`src/nfcdfr_pkg.sv`:
```
// types and constants of the response frame deframer
package nfcdfr_pkg;

  typedef enum logic [3:0] {
    PH_IDLE   = 4'd0,
    PH_HEADER = 4'd1,
    PH_EXT_MS = 4'd2,
    PH_EXT_LS = 4'd3,
    PH_EXT_CS = 4'd4,
    PH_TFI    = 4'd5,
    PH_CMD    = 4'd6,
    PH_BODY   = 4'd7,
    PH_DCS    = 4'd8,
    PH_POST   = 4'd9
  } phase_e;

  typedef enum logic [1:0] {
    ST_OK       = 2'd0,
    ST_INVALID  = 2'd1,
    ST_ERRFRAME = 2'd2,
    ST_NOSPACE  = 2'd3
  } status_e;

  // configuration register indexes
  localparam logic [1:0] CFG_EXP_CMD  = 2'd0;
  localparam logic [1:0] CFG_CAPACITY = 2'd1;
  localparam logic [1:0] CFG_FRAME_ID = 2'd2;

  localparam logic [7:0]  EXP_CMD_RST  = 8'd0;
  localparam logic [15:0] CAPACITY_RST = 16'hFFFF;
  localparam logic [7:0]  FRAME_ID_RST = 8'hD5;

  // frame constants
  localparam logic [7:0] PREAMBLE_BYTE = 8'h00;
  localparam logic [7:0] START_BYTE    = 8'hFF;
  localparam logic [7:0] EXT_MARK      = 8'hFF;
  localparam logic [7:0] ERR_TFI       = 8'h7F;
  localparam logic [7:0] ERR_CMD       = 8'h81;
  localparam logic [2:0] HDR_LEN_POS   = 3'd3;
  localparam logic [2:0] HDR_LCS_POS   = 3'd4;

  // result queue between front and back
  localparam int unsigned QDEPTH = 4;
  localparam int unsigned QAW    = $clog2(QDEPTH);

  typedef struct packed {
    logic [7:0]  exp_cmd;
    logic [15:0] capacity;
    logic [7:0]  frame_id;
  } cfg_t;

  // compact result: value is the data byte or the payload length
  typedef struct packed {
    logic        last;
    status_e     status;
    logic [15:0] value;
  } token_t;

endpackage

```
`src/nfc_response_frame_deframer_unit.sv`:
```
// top level of the response frame deframer
// Takes one received byte per cycle: a byte is accepted when push is high and
// full is low, a new frame begins on a byte with frame_start_i set, and the
// parser updates its state in that same cycle. Payload bytes and the closing
// status of each frame go through a four-entry queue into one output register,
// so a result is registered in a queue slot and then in the output register.
// full rises only when the queue is full because results are not being popped;
// with pop held high the block runs at one byte per cycle indefinitely.
// Configuration writes are always ready and take effect on the next byte.
module nfc_response_frame_deframer_unit import nfcdfr_pkg::*; (
  input  logic        clk_i,
  input  logic        rst_ni,
  input  logic        push,
  output logic        full,
  input  logic [7:0]  rx_byte_i,
  input  logic        frame_start_i,
  output logic        empty,
  input  logic        pop,
  output logic [7:0]  data_byte_o,
  output logic [1:0]  status_o,
  output logic [15:0] payload_length_o,
  output logic        last_o,
  input  logic        cfg_valid_i,
  output logic        cfg_ready_o,
  input  logic [1:0]  cfg_index_i,
  input  logic [15:0] cfg_data_i
);

  cfg_t   cfg_q;
  logic   accept;
  logic   res_valid;
  token_t res;
  logic   q_rd, q_nonempty, q_full;
  token_t q_data;

  assign cfg_ready_o = 1'b1;
  assign full        = q_full;
  assign accept      = push && !q_full;

  always_ff @(posedge clk_i or negedge rst_ni) begin
    if (!rst_ni) begin
      cfg_q.exp_cmd  <= EXP_CMD_RST;
      cfg_q.capacity <= CAPACITY_RST;
      cfg_q.frame_id <= FRAME_ID_RST;
    end else if (cfg_valid_i) begin
      unique case (cfg_index_i)
        CFG_EXP_CMD:  cfg_q.exp_cmd  <= cfg_data_i[7:0];
        CFG_CAPACITY: cfg_q.capacity <= cfg_data_i;
        CFG_FRAME_ID: cfg_q.frame_id <= cfg_data_i[7:0];
        default: ;
      endcase
    end
  end

  nfcdfr_front u_front (
    .clk_i         (clk_i),
    .rst_ni        (rst_ni),
    .cfg_i         (cfg_q),
    .accept_i      (accept),
    .rx_byte_i     (rx_byte_i),
    .frame_start_i (frame_start_i),
    .res_valid_o   (res_valid),
    .res_o         (res)
  );

  nfcdfr_queue u_queue (
    .clk_i      (clk_i),
    .rst_ni     (rst_ni),
    .wr_i       (accept && res_valid),
    .wr_data_i  (res),
    .rd_i       (q_rd),
    .rd_data_o  (q_data),
    .nonempty_o (q_nonempty),
    .full_o     (q_full)
  );

  nfcdfr_back u_back (
    .clk_i            (clk_i),
    .rst_ni           (rst_ni),
    .q_nonempty_i     (q_nonempty),
    .q_data_i         (q_data),
    .q_rd_o           (q_rd),
    .pop              (pop),
    .empty            (empty),
    .data_byte_o      (data_byte_o),
    .status_o         (status_o),
    .payload_length_o (payload_length_o),
    .last_o           (last_o)
  );

endmodule

```
`src/nfcdfr_front.sv`:
```
// byte parser: walks the frame layout and produces result tokens
module nfcdfr_front import nfcdfr_pkg::*; (
  input  logic       clk_i,
  input  logic       rst_ni,
  input  cfg_t       cfg_i,
  input  logic       accept_i,
  input  logic [7:0] rx_byte_i,
  input  logic       frame_start_i,
  output logic       res_valid_o,
  output token_t     res_o
);

  phase_e      phase_q, phase_d;
  logic [2:0]  header_count_q, header_count_d;
  logic        header_bad_q, header_bad_d;
  logic [7:0]  length_byte_q, length_byte_d;
  logic [7:0]  ext_high_q, ext_high_d;
  logic [7:0]  ext_low_q, ext_low_d;
  logic [15:0] payload_len_q, payload_len_d;
  logic [15:0] body_count_q, body_count_d;
  logic [7:0]  frame_id_q, frame_id_d;
  logic [7:0]  running_sum_q, running_sum_d;
  status_e     pending_q, pending_d;

  // a flagged byte restarts the header walk
  phase_e      ph;
  logic [2:0]  hc;
  logic        hb;
  logic [15:0] body_next;
  logic [7:0]  lcs_sum;
  logic [7:0]  ext_sum;
  logic        cmd_match;

  assign ph        = frame_start_i ? PH_HEADER : phase_q;
  assign hc        = frame_start_i ? 3'd0 : header_count_q;
  assign hb        = frame_start_i ? 1'b0 : header_bad_q;
  assign body_next = body_count_q + 16'd1;
  assign lcs_sum   = length_byte_q + rx_byte_i;
  assign ext_sum   = ext_high_q + ext_low_q + rx_byte_i;
  assign cmd_match = {1'b0, rx_byte_i} == ({1'b0, cfg_i.exp_cmd} + 9'd1);

  // next state
  always_comb begin
    phase_d        = ph;
    header_count_d = hc;
    header_bad_d   = hb;
    length_byte_d  = length_byte_q;
    ext_high_d     = ext_high_q;
    ext_low_d      = ext_low_q;
    payload_len_d  = payload_len_q;
    body_count_d   = body_count_q;
    frame_id_d     = frame_id_q;
    running_sum_d  = running_sum_q;
    pending_d      = pending_q;
    unique case (ph)
      PH_HEADER: begin
        if (hc < HDR_LEN_POS) begin
          if (rx_byte_i != ((hc == 3'd2) ? START_BYTE : PREAMBLE_BYTE)) header_bad_d = 1'b1;
          header_count_d = hc + 3'd1;
        end else if (hc == HDR_LEN_POS) begin
          length_byte_d  = rx_byte_i;
          header_count_d = HDR_LCS_POS;
        end else if (hb) begin
          phase_d = PH_IDLE;
        end else if (length_byte_q == EXT_MARK && rx_byte_i == EXT_MARK) begin
          phase_d = PH_EXT_MS;
        end else if (lcs_sum != 8'd0) begin
          phase_d = PH_IDLE;
        end else begin
          payload_len_d = (length_byte_q >= 8'd2) ? {8'd0, length_byte_q - 8'd2}
                                                  : {8'd0, length_byte_q};
          phase_d = PH_TFI;
        end
      end
      PH_EXT_MS: begin
        ext_high_d = rx_byte_i;
        phase_d    = PH_EXT_LS;
      end
      PH_EXT_LS: begin
        ext_low_d = rx_byte_i;
        phase_d   = PH_EXT_CS;
      end
      PH_EXT_CS: begin
        if (ext_sum != 8'd0) begin
          phase_d = PH_IDLE;
        end else begin
          payload_len_d = {ext_high_q, ext_low_q} - 16'd2;
          phase_d       = PH_TFI;
        end
      end
      PH_TFI: begin
        frame_id_d = rx_byte_i;
        phase_d    = PH_CMD;
      end
      PH_CMD: begin
        if (payload_len_q == 16'd1 && frame_id_q == ERR_TFI && rx_byte_i == ERR_CMD)
          pending_d = ST_ERRFRAME;
        else if (frame_id_q != cfg_i.frame_id || !cmd_match)
          pending_d = ST_INVALID;
        else if (payload_len_q > cfg_i.capacity)
          pending_d = ST_NOSPACE;
        else
          pending_d = ST_OK;
        running_sum_d = cfg_i.frame_id + rx_byte_i;
        body_count_d  = 16'd0;
        phase_d       = (payload_len_q == 16'd0) ? PH_DCS : PH_BODY;
      end
      PH_BODY: begin
        body_count_d = body_next;
        if (body_next == payload_len_q) phase_d = PH_DCS;
        if (pending_q == ST_OK) running_sum_d = running_sum_q + rx_byte_i;
      end
      PH_DCS: begin
        if (pending_q == ST_OK && (running_sum_q + rx_byte_i) != 8'd0)
          pending_d = ST_INVALID;
        phase_d = PH_POST;
      end
      PH_POST: phase_d = PH_IDLE;
      PH_IDLE: phase_d = PH_IDLE;
      default: phase_d = PH_IDLE;
    endcase
  end

  // result token for this byte
  always_comb begin
    res_valid_o  = 1'b0;
    res_o.last   = 1'b1;
    res_o.status = ST_INVALID;
    res_o.value  = 16'd0;
    unique case (ph)
      PH_HEADER: begin
        if (hc == HDR_LCS_POS) begin
          if (hb) res_valid_o = 1'b1;
          else if (!(length_byte_q == EXT_MARK && rx_byte_i == EXT_MARK) && lcs_sum != 8'd0)
            res_valid_o = 1'b1;
        end
      end
      PH_EXT_CS: res_valid_o = (ext_sum != 8'd0);
      PH_BODY: begin
        if (pending_q == ST_OK) begin
          res_valid_o  = 1'b1;
          res_o.last   = 1'b0;
          res_o.status = ST_OK;
          res_o.value  = {8'd0, rx_byte_i};
        end
      end
      PH_POST: begin
        res_valid_o  = 1'b1;
        res_o.status = pending_q;
        res_o.value  = payload_len_q;
      end
      default: res_valid_o = 1'b0;
    endcase
  end

  always_ff @(posedge clk_i or negedge rst_ni) begin
    if (!rst_ni) begin
      phase_q        <= PH_IDLE;
      header_count_q <= 3'd0;
      header_bad_q   <= 1'b0;
      pending_q      <= ST_OK;
    end else if (accept_i) begin
      phase_q        <= phase_d;
      header_count_q <= header_count_d;
      header_bad_q   <= header_bad_d;
      pending_q      <= pending_d;
    end
  end

  always_ff @(posedge clk_i) begin
    if (accept_i) begin
      length_byte_q <= length_byte_d;
      ext_high_q    <= ext_high_d;
      ext_low_q     <= ext_low_d;
      payload_len_q <= payload_len_d;
      body_count_q  <= body_count_d;
      frame_id_q    <= frame_id_d;
      running_sum_q <= running_sum_d;
    end
  end

endmodule

```
`src/nfcdfr_queue.sv`:
```
// short token queue between parser and output stage
module nfcdfr_queue import nfcdfr_pkg::*; (
  input  logic   clk_i,
  input  logic   rst_ni,
  input  logic   wr_i,
  input  token_t wr_data_i,
  input  logic   rd_i,
  output token_t rd_data_o,
  output logic   nonempty_o,
  output logic   full_o
);

  localparam logic [QAW:0] DEPTH_CNT = (QAW+1)'(QDEPTH);

  token_t         slots_q [QDEPTH];
  logic [QAW-1:0] wr_ptr_q, rd_ptr_q;
  logic [QAW:0]   count_q;
  logic           do_rd;

  assign nonempty_o = (count_q != '0);
  assign full_o     = (count_q == DEPTH_CNT);
  assign do_rd      = rd_i && nonempty_o;
  assign rd_data_o  = slots_q[rd_ptr_q];

  always_ff @(posedge clk_i) begin
    if (wr_i) slots_q[wr_ptr_q] <= wr_data_i;
  end

  always_ff @(posedge clk_i or negedge rst_ni) begin
    if (!rst_ni) begin
      wr_ptr_q <= '0;
      rd_ptr_q <= '0;
      count_q  <= '0;
    end else begin
      if (wr_i) wr_ptr_q <= wr_ptr_q + QAW'(1);
      if (do_rd) rd_ptr_q <= rd_ptr_q + QAW'(1);
      if (wr_i && !do_rd) count_q <= count_q + (QAW+1)'(1);
      else if (!wr_i && do_rd) count_q <= count_q - (QAW+1)'(1);
    end
  end

endmodule

```
`src/nfcdfr_back.sv`:
```
// output stage: holds one result and expands tokens to result fields
module nfcdfr_back import nfcdfr_pkg::*; (
  input  logic        clk_i,
  input  logic        rst_ni,
  input  logic        q_nonempty_i,
  input  token_t      q_data_i,
  output logic        q_rd_o,
  input  logic        pop,
  output logic        empty,
  output logic [7:0]  data_byte_o,
  output logic [1:0]  status_o,
  output logic [15:0] payload_length_o,
  output logic        last_o
);

  logic   valid_q;
  token_t tok_q;

  // refill when the held beat is gone or leaves this cycle
  assign q_rd_o = q_nonempty_i && (!valid_q || pop);
  assign empty  = !valid_q;

  always_ff @(posedge clk_i or negedge rst_ni) begin
    if (!rst_ni) begin
      valid_q <= 1'b0;
    end else if (q_rd_o) begin
      valid_q <= 1'b1;
    end else if (pop) begin
      valid_q <= 1'b0;
    end
  end

  always_ff @(posedge clk_i) begin
    if (q_rd_o) tok_q <= q_data_i;
  end

  always_comb begin
    last_o           = tok_q.last;
    status_o         = tok_q.last ? tok_q.status : ST_OK;
    data_byte_o      = tok_q.last ? 8'd0 : tok_q.value[7:0];
    payload_length_o = (tok_q.last && tok_q.status == ST_OK) ? tok_q.value : 16'd0;
  end

endmodule

```
`config.mk`:
```
export PLATFORM = sky130hd
export DESIGN_NAME = nfc_response_frame_deframer_unit
export DESIGN_NICKNAME = d
export VERILOG_FILES = /design/src/nfcdfr_pkg.sv /design/src/nfc_response_frame_deframer_unit.sv /design/src/nfcdfr_front.sv /design/src/nfcdfr_queue.sv /design/src/nfcdfr_back.sv
export SDC_FILE = /design/constraint.sdc
export NUM_CORES = 1
export LEC_CHECK = 0
export BUFFER_PORTS_ARGS = -buffer_cell sky130_fd_sc_hd__buf_2
export CAP_MARGIN = 20
export CORE_MARGIN = 2
export CORE_UTILIZATION = 56
export DETAILED_ROUTE_END_ITERATION = 6
export PLACE_DENSITY_LB_ADDON = 0.08
export SYNTH_ARGS = -nofsm -noshare
export SYNTH_HDL_FRONTEND = slang
export SYNTH_HIERARCHICAL = 1
export SYNTH_SLANG_ARGS = --single-unit
```
`constraint.sdc`:
```
create_clock -name clk_i -period 3.6 [get_ports clk_i]
set_input_delay 0.72 -clock clk_i [delete_from_list [all_inputs] [get_ports clk_i]]
set_output_delay 0.72 -clock clk_i [all_outputs]
set_load 0.005 [all_outputs]
```
# Word-level counts from Yosys, hierarchy flattened
# Memories as Yosys holds them, arrays and structs flattened. A register that Yosys moved wholly into a read port is not among the register bits.
# Index checks and enable logic that the tools add are counted.
[totals]
elab_cells = 165
memories = 1
regBits = 122
output_inout_bits = 30
input_bits = 32
mem_bits_rw = 76
[memory_table]
columns = ["name", "depth", "word_bits", "rd", "rd_ports_with_merged_regs", "write_ports", "line", "rtl"]
rows = [
  ["u_queue.slots_q", 4, 19, 1, 1, 1, "nfcdfr_queue.sv:15", "token_t slots_q [QDEPTH];"],
]
[op_classes]
eq_ne = 32
bitwise_logic = 1
n_mux = 52
reduce_logical = 44
addsub = 14
n_lt_le_gt_ge = 3
[ops]
columns = ["op", "n"]
rows = [
  ["$mux 16", 7],
  ["$pmux 16 s2", 2],
  ["$add 8x8->8", 5],
  ["$pmux 18 s2", 1],
  ["$mux 8", 4],
  ["$pmux 4 s8", 1],
  ["$mux 4", 7],
  ["$eq 8x8->1 const B", 3],
  ["$mux 3", 8],
  ["$reduce_bool 8->1", 3],
  ["$mux 19", 1],
  ["$add 16x1->16 const B", 1],
  ["$eq 16x1->1 const B", 1],
  ["$eq 16x16->1", 1],
  ["$eq 4x3->1 const B", 4],
  ["$gt 16x16->1", 1],
  ["$logic_not 16->1", 1],
  ["$ne 8x8->1", 2],
  ["$pmux 8 s2", 1],
  ["$sub 16x2->16 const B", 1],
  ["$reduce_and 2->1", 7],
  ["$mux 1", 13],
  ["$logic_and 1x1->1", 12],
  ["$ne 2x2->1 const B", 6],
  ["other kinds (29)", 53],
]

# Logic depth before layout (Yosys ltp)
# Gate-level depths: netlist of run 1.
[depth]
depth_word = 13
depth_mapped = 17

# Modules after synthesis
# Netlist of run 1, hierarchy kept.
[modules_own_cells]
columns = ["mod", "cells_each", "instances", "area_each_um2"]
rows = [
  ["nfcdfr_front", 705, 1, 6756.5],
  ["nfcdfr_queue", 133, 1, 3144.3],
  ["nfc_response_frame_deframer_unit", 72, 1, 1272.5],
  ["nfcdfr_back", 54, 1, 824.5],
]

# Worst setup path after synthesis of run 1
# No wires, ideal clock.
[synth_path]
path_kind = "in2reg"
start = "input port rx_byte_i[1]"
end = "register u_queue.count_q[2]"
arrival_time_ns = 3.853
setup_slack_ns = -0.332
required_time_ns = 3.521
path_buffers = 0
stages = 17
cell_sequence = "fa_1 ha_1 inv_1 fa_1 nor2b_1 nor2_1 or3_1 nand3_1 nor3_1 o21ai_0 and2_1 ha_1 inv_1 fa_1 xor2_1 nor2_1 xor2_1"
[synth_between]
elab_chain_len = 12
word_cells_on_any_way = 18
classes_between = "2 x add/sub; 1 x eq/ne; 5 x mux; 10 x reduce/logical"
[synth_lines]
columns = ["element", "line", "rtl"]
rows = [
  ["start, declared", "nfc_response_frame_deframer_unit.sv:15", "input logic [7:0] rx_byte_i,"],
  ["parallel branches: the longest is 7 deep, another holds $add 8x8->8", "-", ""],
  ["$pmux 1 s4 *", "nfcdfr_front.sv:130", "unique case (ph)"],
  ["via res_valid", "nfc_response_frame_deframer_unit.sv:31", "logic res_valid;"],
  ["$logic_and 1x1->1 *", "nfc_response_frame_deframer_unit.sv:69", ".wr_i (accept && res_valid),"],
  ["$logic_not 1->1", "nfcdfr_queue.sv:38", "else if (!wr_i && do_rd) count_q <= count_q - (QAW+1)'(1);"],
  ["$logic_and 1x1->1", "nfcdfr_queue.sv:38", ""],
  ["$reduce_bool 2->1 (no line)", "-", ""],
  ["end signal, assigned", "nfcdfr_queue.sv:37", "if (wr_i && !do_rd) count_q <= count_q + (QAW+1)'(1);"],
  ["end signal, assigned", "nfcdfr_queue.sv:38", ""],
  ["end, declared", "nfcdfr_queue.sv:17", "logic [QAW:0] count_q;"],
]
# Mark *: on every way through the listed nets, which the timed path passes.
# A chain may end at the register's enable or synchronous reset.

# Worst setup path in the final report of run 1
[layout_path]
start = "register u_front.ext_high_q[1]"
end = "register u_queue.count_q[1]"
[layout_between]
elab_chain_len = 8
word_cells_on_any_way = 10
classes_between = "2 x add/sub; 2 x mux; 6 x reduce/logical"
[layout_lines]
columns = ["element", "line", "rtl"]
rows = [
  ["start, declared", "nfcdfr_front.sv:17", "logic [7:0] ext_high_q, ext_high_d;"],
  ["start signal, assigned", "nfcdfr_front.sv:173", "ext_high_q <= ext_high_d;"],
  ["$add 8x8->8 * (2 in a row)", "nfcdfr_front.sv:39", "assign ext_sum = ext_high_q + ext_low_q + rx_byte_i;"],
  ["$reduce_bool 8->1 *", "nfcdfr_front.sv:138", "PH_EXT_CS: res_valid_o = (ext_sum != 8'd0);"],
  ["$pmux 1 s4 *", "nfcdfr_front.sv:130", ""],
  ["via res_valid", "nfc_response_frame_deframer_unit.sv:31", ""],
  ["$logic_and 1x1->1 *", "nfc_response_frame_deframer_unit.sv:69", ""],
  ["$logic_not 1->1", "nfcdfr_queue.sv:38", ""],
  ["$logic_and 1x1->1", "nfcdfr_queue.sv:38", ""],
  ["$reduce_bool 2->1 (no line)", "-", ""],
]
# Mark *: on every way through the listed nets, which the timed path passes. The rest lies on a longest branch.

==> impl_metrics.env, run 1 <==
export IMPL_status="complete, but fails checks"
export IMPL_violations="setup timing"
export IMPL_clock_sinks=217
export IMPL_synth_cell_area_mm2=0.0120
export IMPL_muxShareOfSynthArea_pct=7.39
export IMPL_synth_compound_area_share_pct=8.51
export IMPL_worst_slack_ns=-0.0415
export IMPL_via_count=8130
export IMPL_grt_use_total_pct=24.8
export IMPL_rows=53
export IMPL_peakVddDrop_mv=0.432
export IMPL_ys_ff_latch=217
export IMPL_synthCells=964
export IMPL_min_period_over_period_pct=101
export IMPL_die_h_um=150
export IMPL_cp_required_ns=4.00
export IMPL_synth_top_family_by_area="simple AND/OR/NAND/NOR gates"
export IMPL_min_period_ns=3.64
export IMPL_rsz0062_at_grt="yes"
export IMPL_leakagePower_nw=5.65
export IMPL_yosysWarnings=6
export IMPL_fin_cells=1405
export IMPL_tritoncts="built"
export IMPL_cpMaxStageDelayCell="fa_1"
export IMPL_max_slew_margin_pct=38.4
export IMPL_numCtsBuffers=24
export IMPL_grt_ovfl_total=0
export IMPL_p_per_area_mw_per_mm2=565
export IMPL_worstPathCellList="fa_1, ha_2, inv_2, fa_2, nor2b_4, o31ai_2, a21oi_1, xnor2_1, nor3_2, o21ai_2, and2_4, ha_4, inv_2, fa_2, mux2_4"
export IMPL_drt_total_wl_um=28100
export IMPL_hpwl_um=20200
export IMPL_path_max_fanout=2
export IMPL_io_pins=62
export IMPL_dr_pass1_iters=6
export IMPL_end_kind="flop"
export IMPL_fmax_mhz=275
export IMPL_worstMarginPinSlew_ns=0.925
export IMPL_cts_clk_slew_worst_paths_ns=0.07
export IMPL_die_area_mm2=0.0226
export IMPL_critPathLaunchType="flop"
export IMPL_numPortBuffers=60
export IMPL_clock_skew_ns=0.0124
export IMPL_area_growth_syn_to_layout_pct=18.7
export IMPL_grt_pass1_wl_um=42600
export IMPL_routedWlPerCell_um=20.0
export IMPL_finalHoldWorstSlack_ns=0.282
export IMPL_clk_path_buf_depth=3
export IMPL_avgSynthCellArea_um2=12.4
export IMPL_cts_htree_levels=1
export IMPL_drive_gt1_share_pct=27.5
export IMPL_drtIter0Drc=475
export IMPL_ys_flop_type="edfxtp_1"
export IMPL_synth_xor_area_share_pct=6.25
export IMPL_yosys_area_share_adder_pct=7.95
export IMPL_initial_core_util_pct=57.1
export IMPL_critPathArrivalTime_ns=4.04
export IMPL_cap_violations=0
export IMPL_die_w_um=150
export IMPL_setup_viol_count_final=2
export IMPL_ys_types=84
export IMPL_grt_pass1_vias=7870
export IMPL_postCtsHoldBufs=0
export IMPL_routed_via_density=5.79
export IMPL_clk_latency_ns=0.52
export IMPL_antenna_found_initial=1
export IMPL_path_class="flop to flop"
export IMPL_drc_errors=0
export IMPL_synth_simple_gate_area_share_pct=14.2
export IMPL_gp_congestion=0.926
export IMPL_drtAntennaViolNets=0
export IMPL_hold_path_class="input port to asynchronous set/reset pin"
export IMPL_hold_viol_final=0
export IMPL_worstRegToRegCells=15
export IMPL_grt_start_max_net_pins=33
export IMPL_yosysSeqAreaShare_pct=52.4
export IMPL_cts_root_buffer="clkbuf_16"
export IMPL_ys_async_sr_fraction_pct=23.0
export IMPL_drv_slew=0
export IMPL_critPathMaxStageDelay_ns=0.56
export IMPL_coreArea_mm2=0.0210
export IMPL_synth_nets=1065
export IMPL_dp_cells=1349
export IMPL_fin_nets=1213
export IMPL_synth_edf_count=167
[registers in the layout (all words and copies together), names as in the netlist, 16 cells and up]
signal and flops:
u_front/body_count_q 16, u_back/tok_q 18, cfg_q 32, u_queue/slots_q 76
u_front/payload_len_q 16
[Yosys cell counts (4+ instances only)]
| cell | number | share of area [%] |
|---|---|---|
| nand4_1 | 11 | 0.57 |
| xnor2_1 | 50 | 3.7 |
| nor2_1 | 70 | 2.2 |
| a21oi_1 | 42 | 1.8 |
| inv_1 | 52 | 1.6 |
| and3_1 | 26 | 1.4 |
| o21ai_0 | 20 | 0.83 |
| nor3_1 | 17 | 0.71 |
| nor3b_1 | 4 | 0.25 |
| o21a_1 | 12 | 0.75 |
| mux2_2 | 36 | 3.4 |
| buf_6 | 7 | 0.66 |
| buf_2 | 4 | 0.17 |
| dfstp_2 | 21 | 4.6 |
| and2_1 | 22 | 1.1 |
| xor2_1 | 33 | 2.4 |
| ha_1 | 57 | 5.9 |
| dfrtp_1 | 29 | 6.0 |
| o22ai_1 | 8 | 0.42 |
| mux2i_1 | 5 | 0.42 |
| nand3_1 | 20 | 0.83 |
| and2b_1 | 4 | 0.25 |
| edfxtp_1 | 167 | 42 |
| mux4_2 | 18 | 3.4 |
| a31oi_1 | 8 | 0.42 |
| fa_1 | 12 | 2.0 |
| nor4_1 | 15 | 0.78 |
| a22o_1 | 7 | 0.51 |
| nand2b_1 | 16 | 0.83 |
| clkbuf_1 | 13 | 0.41 |
| a21o_1 | 6 | 0.38 |
| nand2_1 | 47 | 1.5 |
| nor2b_1 | 13 | 0.68 |
| o21bai_1 | 6 | 0.38 |
| buf_4 | 6 | 0.38 |
[cell usage in the layout (no fill, tap or decap), types with 16 or more instances in the layout]
cell type / instances
a21oi_1: 42
dfrtp_1: 29
inv_1: 50
dfstp_2: 21
buf_4: 84
ha_1: 54
mux4_2: 18
nand3_1: 19
and3_1: 26
o21ai_0: 19
buf_2: 60
xor2_1: 33
xnor2_1: 50
nand2_1: 47
edfxtp_1: 167
clkbuf_16: 30
mux2_2: 35
and2_1: 17
nand2b_1: 16
nor2_1: 70
[worst max-delay path: cells and delay by family, from the launching register on]
family / cells / cell delay, ns
and+or+nand+nor: 3 / 0.56
adders and majority gates: 5 / 1.69
DFF: 1 / 0.42
muxes: 1 / 0.27
AOI/OAI and AO/OA: 3 / 0.37
buffers and inverters: 2 / 0.08
xor gates and xnor gates: 1 / 0.13
[worst paths after layout]
check,startpoint,slack [ns],endpoint
max,u_front/ext_high_q[1],-0.04,u_queue/count_q[1]
min,rst_ni,0.28,u_queue/count_q[1]
max reg2reg,u_front/ext_high_q[1],-0.04,u_queue/count_q[1]
min reg2reg,u_queue/count_q[2],0.49,u_queue/count_q[2]
max in group asynchronous,rst_ni,2.46,cfg_q[21]
min in group clk_i,cfg_data_i[15],0.43,cfg_q[23]
[repair_timing]
item	in CTS	in global routing
pin swaps	5	10
cloned	0	4
setup buffers	8	2
setup endpoints to repair	2	94
endpoints found under the hold margin	0	0
gates resized for setup	7	7
[metrics by stage]
| step | util, % | setup WS (ns) | area, um2 | setup TNS [ns] | power [mW] |
|---|---|---|---|---|---|
| 2_1_floorplan | - | -0.119 | 12000 | -0.207 | 4.76 |
| 3_3_place_gp | 62.6 | -0.554 | 13200 | -27.88 | 5.31 |
| 3_5_place_dp | 62.6 | -0.588 | 13200 | -31.37 | 5.36 |
| 4_1_cts | 67.1 | -0.0143 | 14100 | -0.0179 | 8.07 |
| 5_1_grt | 67.7 | -0.208 | 14200 | -0.661 | 8.45 |
| 6_report | 67.7 | -0.0415 | 14200 | -0.0796 | 8.04 |
[per-layer routing]
metal	global-route usage (%)	wire length, um
met4	9.20	942
met3	3.06	1400
met5	0	0
met1	33.4	12200
met2	41.4	13600
[where the power goes]
part | switching (mW) | internal (mW) | total (mW)
combinational | 0.960 | 0.980 | 1.94
clock | 0.988 | 1.68 | 2.67
sequential | 0.299 | 3.13 | 3.43
[final cells by class]
type                    count  area [um2]
diodes                      1        2.50
flip-flops and latches    217        6290
inverters                  52         195
clock inverters            11         159
clock buffers              32         714
repair buffers            153        1120
fillers                  1551        6790
multi-input cells         664        5410
well taps                 275         344
[logic make-up (layout without fill, tap and decap cells)]
logic type                 count (synthesis)  after routing
and+or+nand+nor                          301            301
xor gates and xnor gates                  84             84
buffers and inverters                     83            248
muxes                                     60             60
other                                      1              2
adders and majority gates                 69             69
AOI/OAI and AO/OA                        149            149
DFF                                      217            217
Power figures use the tool's default switching activity.
==> inputs of run 2 (changes only) <==
--- a/config.mk
+++ b/config.mk
@@ -10,6 +10,7 @@
 export CORE_MARGIN = 2
 export CORE_UTILIZATION = 56
 export DETAILED_ROUTE_END_ITERATION = 6
+export GPL_TIMING_DRIVEN = 0
 export PLACE_DENSITY_LB_ADDON = 0.08
 export SYNTH_ARGS = -nofsm -noshare
 export SYNTH_HDL_FRONTEND = slang
==> constraint.sdc (replaced) <==
create_clock -name clk_i -period 3.6 [get_ports clk_i]
set_input_delay 0 -clock clk_i [delete_from_list [all_inputs] [get_ports clk_i]]
set_output_delay 0 -clock clk_i [all_outputs]
set_load 0.005 [all_outputs]
==> impl_metrics.env, run 2 (synthesis gave the netlist of run 1 again) <==
export IMPL_status="complete, no violations"
export IMPL_via_count=8084
export IMPL_top_register="u_queue/slots_q"
export IMPL_io_pins=62
export IMPL_die_w_um=150
export IMPL_clock_sinks=217
export IMPL_routed_via_density=5.82
export IMPL_p_per_area_mw_per_mm2=559
export IMPL_grt_pass1_vias=7878
export IMPL_cts_clk_slew_worst_paths_ns=0.06
export IMPL_power_mw=7.82
export IMPL_drtAntennaViolNets=0
export IMPL_clock_skew_ns=0.0195
export IMPL_drtIter0Drc=456
export IMPL_path_max_fanout=5
export IMPL_reg2reg_slack_ns=0.003
export IMPL_grt_use_total_pct=25.4
export IMPL_cp_required_ns=4.04
export IMPL_reg_top3="u_queue/slots_q x76, cfg_q x32, u_back/tok_q x18"
export IMPL_path_class="flop to flop"
export IMPL_n_antenna_cell=0
export IMPL_worstRegToRegCells=17
export IMPL_final_core_util_pct=66.6
export IMPL_rows=53
export IMPL_numCtsBuffers=23
export IMPL_cts_root_buffer="clkbuf_16"
export IMPL_worst_path_buf_inv=2
export IMPL_fin_nets=1200
export IMPL_drv_slew=0
export IMPL_hold_viol_final=0
export IMPL_min_period_over_period_pct=99.9
export IMPL_dr_pass1_iters=5
export IMPL_setup_viol_count_final=0
export IMPL_critical_path_top_delay_family="adder cells"
export IMPL_largest_register_ffs=76
export IMPL_min_period_ns=3.60
export IMPL_hold_path_class="input port to asynchronous set/reset pin"
export IMPL_clk_path_buf_depth=3
export IMPL_antenna_found_initial=0
export IMPL_final_cell_mix="edfxtp_1, nor2_1, buf_2, ha_1, inv_1"
export IMPL_numPortBuffers=60
export IMPL_r2r_start="u_front/ext_high_q[1]"
export IMPL_die_h_um=150
export IMPL_routedWlPerCell_um=20.2
export IMPL_worstMarginPinSlew_ns=1.04
export IMPL_cap_violations=0
export IMPL_cts_htree_levels=1
export IMPL_area_growth_syn_to_layout_pct=16.7
export IMPL_die_area_mm2=0.0226
export IMPL_end_kind="flop"
export IMPL_dp_cells=1302
export IMPL_critPathMaxStageDelay_ns=0.54
export IMPL_rsz0062_at_grt="yes"
export IMPL_clk_latency_ns=0.53
export IMPL_leakagePower_nw=5.44
export IMPL_max_slew_margin_pct=30.9
export IMPL_worstPathCellList="fa_1, ha_2, inv_2, fa_2, nor2b_4, nor2_2, or3_1, nand3_2, nor3_2, o21ai_1, and2_4, ha_4, inv_2, fa_2, xor2_1, nor2_1, xor2_1"
export IMPL_fmax_mhz=278
export IMPL_drc_errors=0
export IMPL_fillers=1540
export IMPL_mostFrequentLayoutCell="edfxtp_1"
export IMPL_peakVddDrop_mv=0.394
export IMPL_drive_gt1_share_pct=21.9
export IMPL_gp_congestion=0.847
export IMPL_critPathArrivalTime_ns=4.04
export IMPL_coreArea_mm2=0.0210
export IMPL_grt_pass1_wl_um=43300
export IMPL_r2r_end="u_queue/count_q[2]"
export IMPL_grt_start_max_net_pins=37
export IMPL_hpwl_um=19200
export IMPL_fin_cells=1390
export IMPL_critPathLaunchType="flop"
export IMPL_grt_ovfl_total=0
export IMPL_tritoncts="built"
export IMPL_cpMaxStageDelayCell="fa_1"
export IMPL_drt_total_wl_um=28100
export IMPL_initial_core_util_pct=57.1
==> run 2: cell types whose count changed in the layout (fill, tap and decap cells not counted), sizes merged <==
cell and change:
diode -1, clkbuf +7, dlygate4sd3 +37, buf -60, inv +1, clkinvlp +1
==> run 2: layer usage <==
layer | wire, um | part of all wire [%] | GRT usage [%] | vias up
li1 | - | - | - | 3865
met1 | 12000 | 43 | 35.5 | 3920
met2 | 13500 | 48 | 42.5 | 252
met3 | 1970 | 7.0 | 3.30 | 47
met4 | 616 | 2.2 | 5.99 | 0
met5 | 0 | 0 | 0 | -
==> run 2: worst max-delay path by stage <==
stage / start / to / slack (ns) / cells after the start
floorplan: u_front/ext_high_q[1] / u_queue/count_q[2] / 0.05 / 17
global placement: u_front/ext_high_q[2] / u_queue/slots_q[0][11] / -0.35 / 11
detailed placement: u_front/ext_high_q[2] / u_queue/slots_q[0][11] / -0.38 / 11
CTS: u_front/ext_low_q[1] / u_queue/count_q[2] / -0.006 / 17
global route: u_front/ext_high_q[1] / u_queue/count_q[2] / -0.15 / 17
finish: u_front/ext_high_q[1] / u_queue/count_q[2] / 0.003 / 17
==> run 2: worst register-to-register path: cells and delay by family (launching register included) <==
kind,cells,cell delay [ns]
fa+ha+maj,5,1.56
simple gates,7,1.02
flops,1,0.44
xor+xnor,2,0.30
compound gates,1,0.13
buf+inv,2,0.08
==> run 2: cell type report <==
cell class                 count  area, um2  share of cell area [%]
sequential                   217       6290                    44.9
inverter                      52        195                    1.39
clock buffer                  28        604                    4.31
tap                          275        344                    2.46
multi-input combinational    664       5410                    38.6
timing repair buffer         110        783                    5.59
buffer                        31        196                    1.40
clock inverter                13        185                    1.32
==> run 2: timing repair <==
action                                  in CTS  in global routing
pin swaps                                   12                 10
hold buffers                                37                  0
endpoints found under the setup margin      79                 94
resized for setup                           20                  8
buffers inserted                             7                  3
endpoints found under the hold margin       95                  0
==> run 2: per-stage QoR <==
stage / area [um2] / setup TNS [ns] / worst slack [ns] / hold slack (ns)
finish: 14000 / 0 / 0.00298 / 0.0439
global route: 14000 / -1.10 / -0.148 / 0.0602
CTS: 14000 / -0.00593 / -0.00593 / 0.0433
detailed placement: 12700 / -28.59 / -0.384 / -0.00469
global placement: 12600 / -25.20 / -0.352 / 0.233
floorplan: 12000 / 0 / 0.0484 / -0.296
==> run 2: where the power goes <==
part	internal [mW]	leakage, nW	switching (mW)
clock network	1.49	0.379	0.989
logic	0.957	2.90	1.02
registers	3.13	2.16	0.233
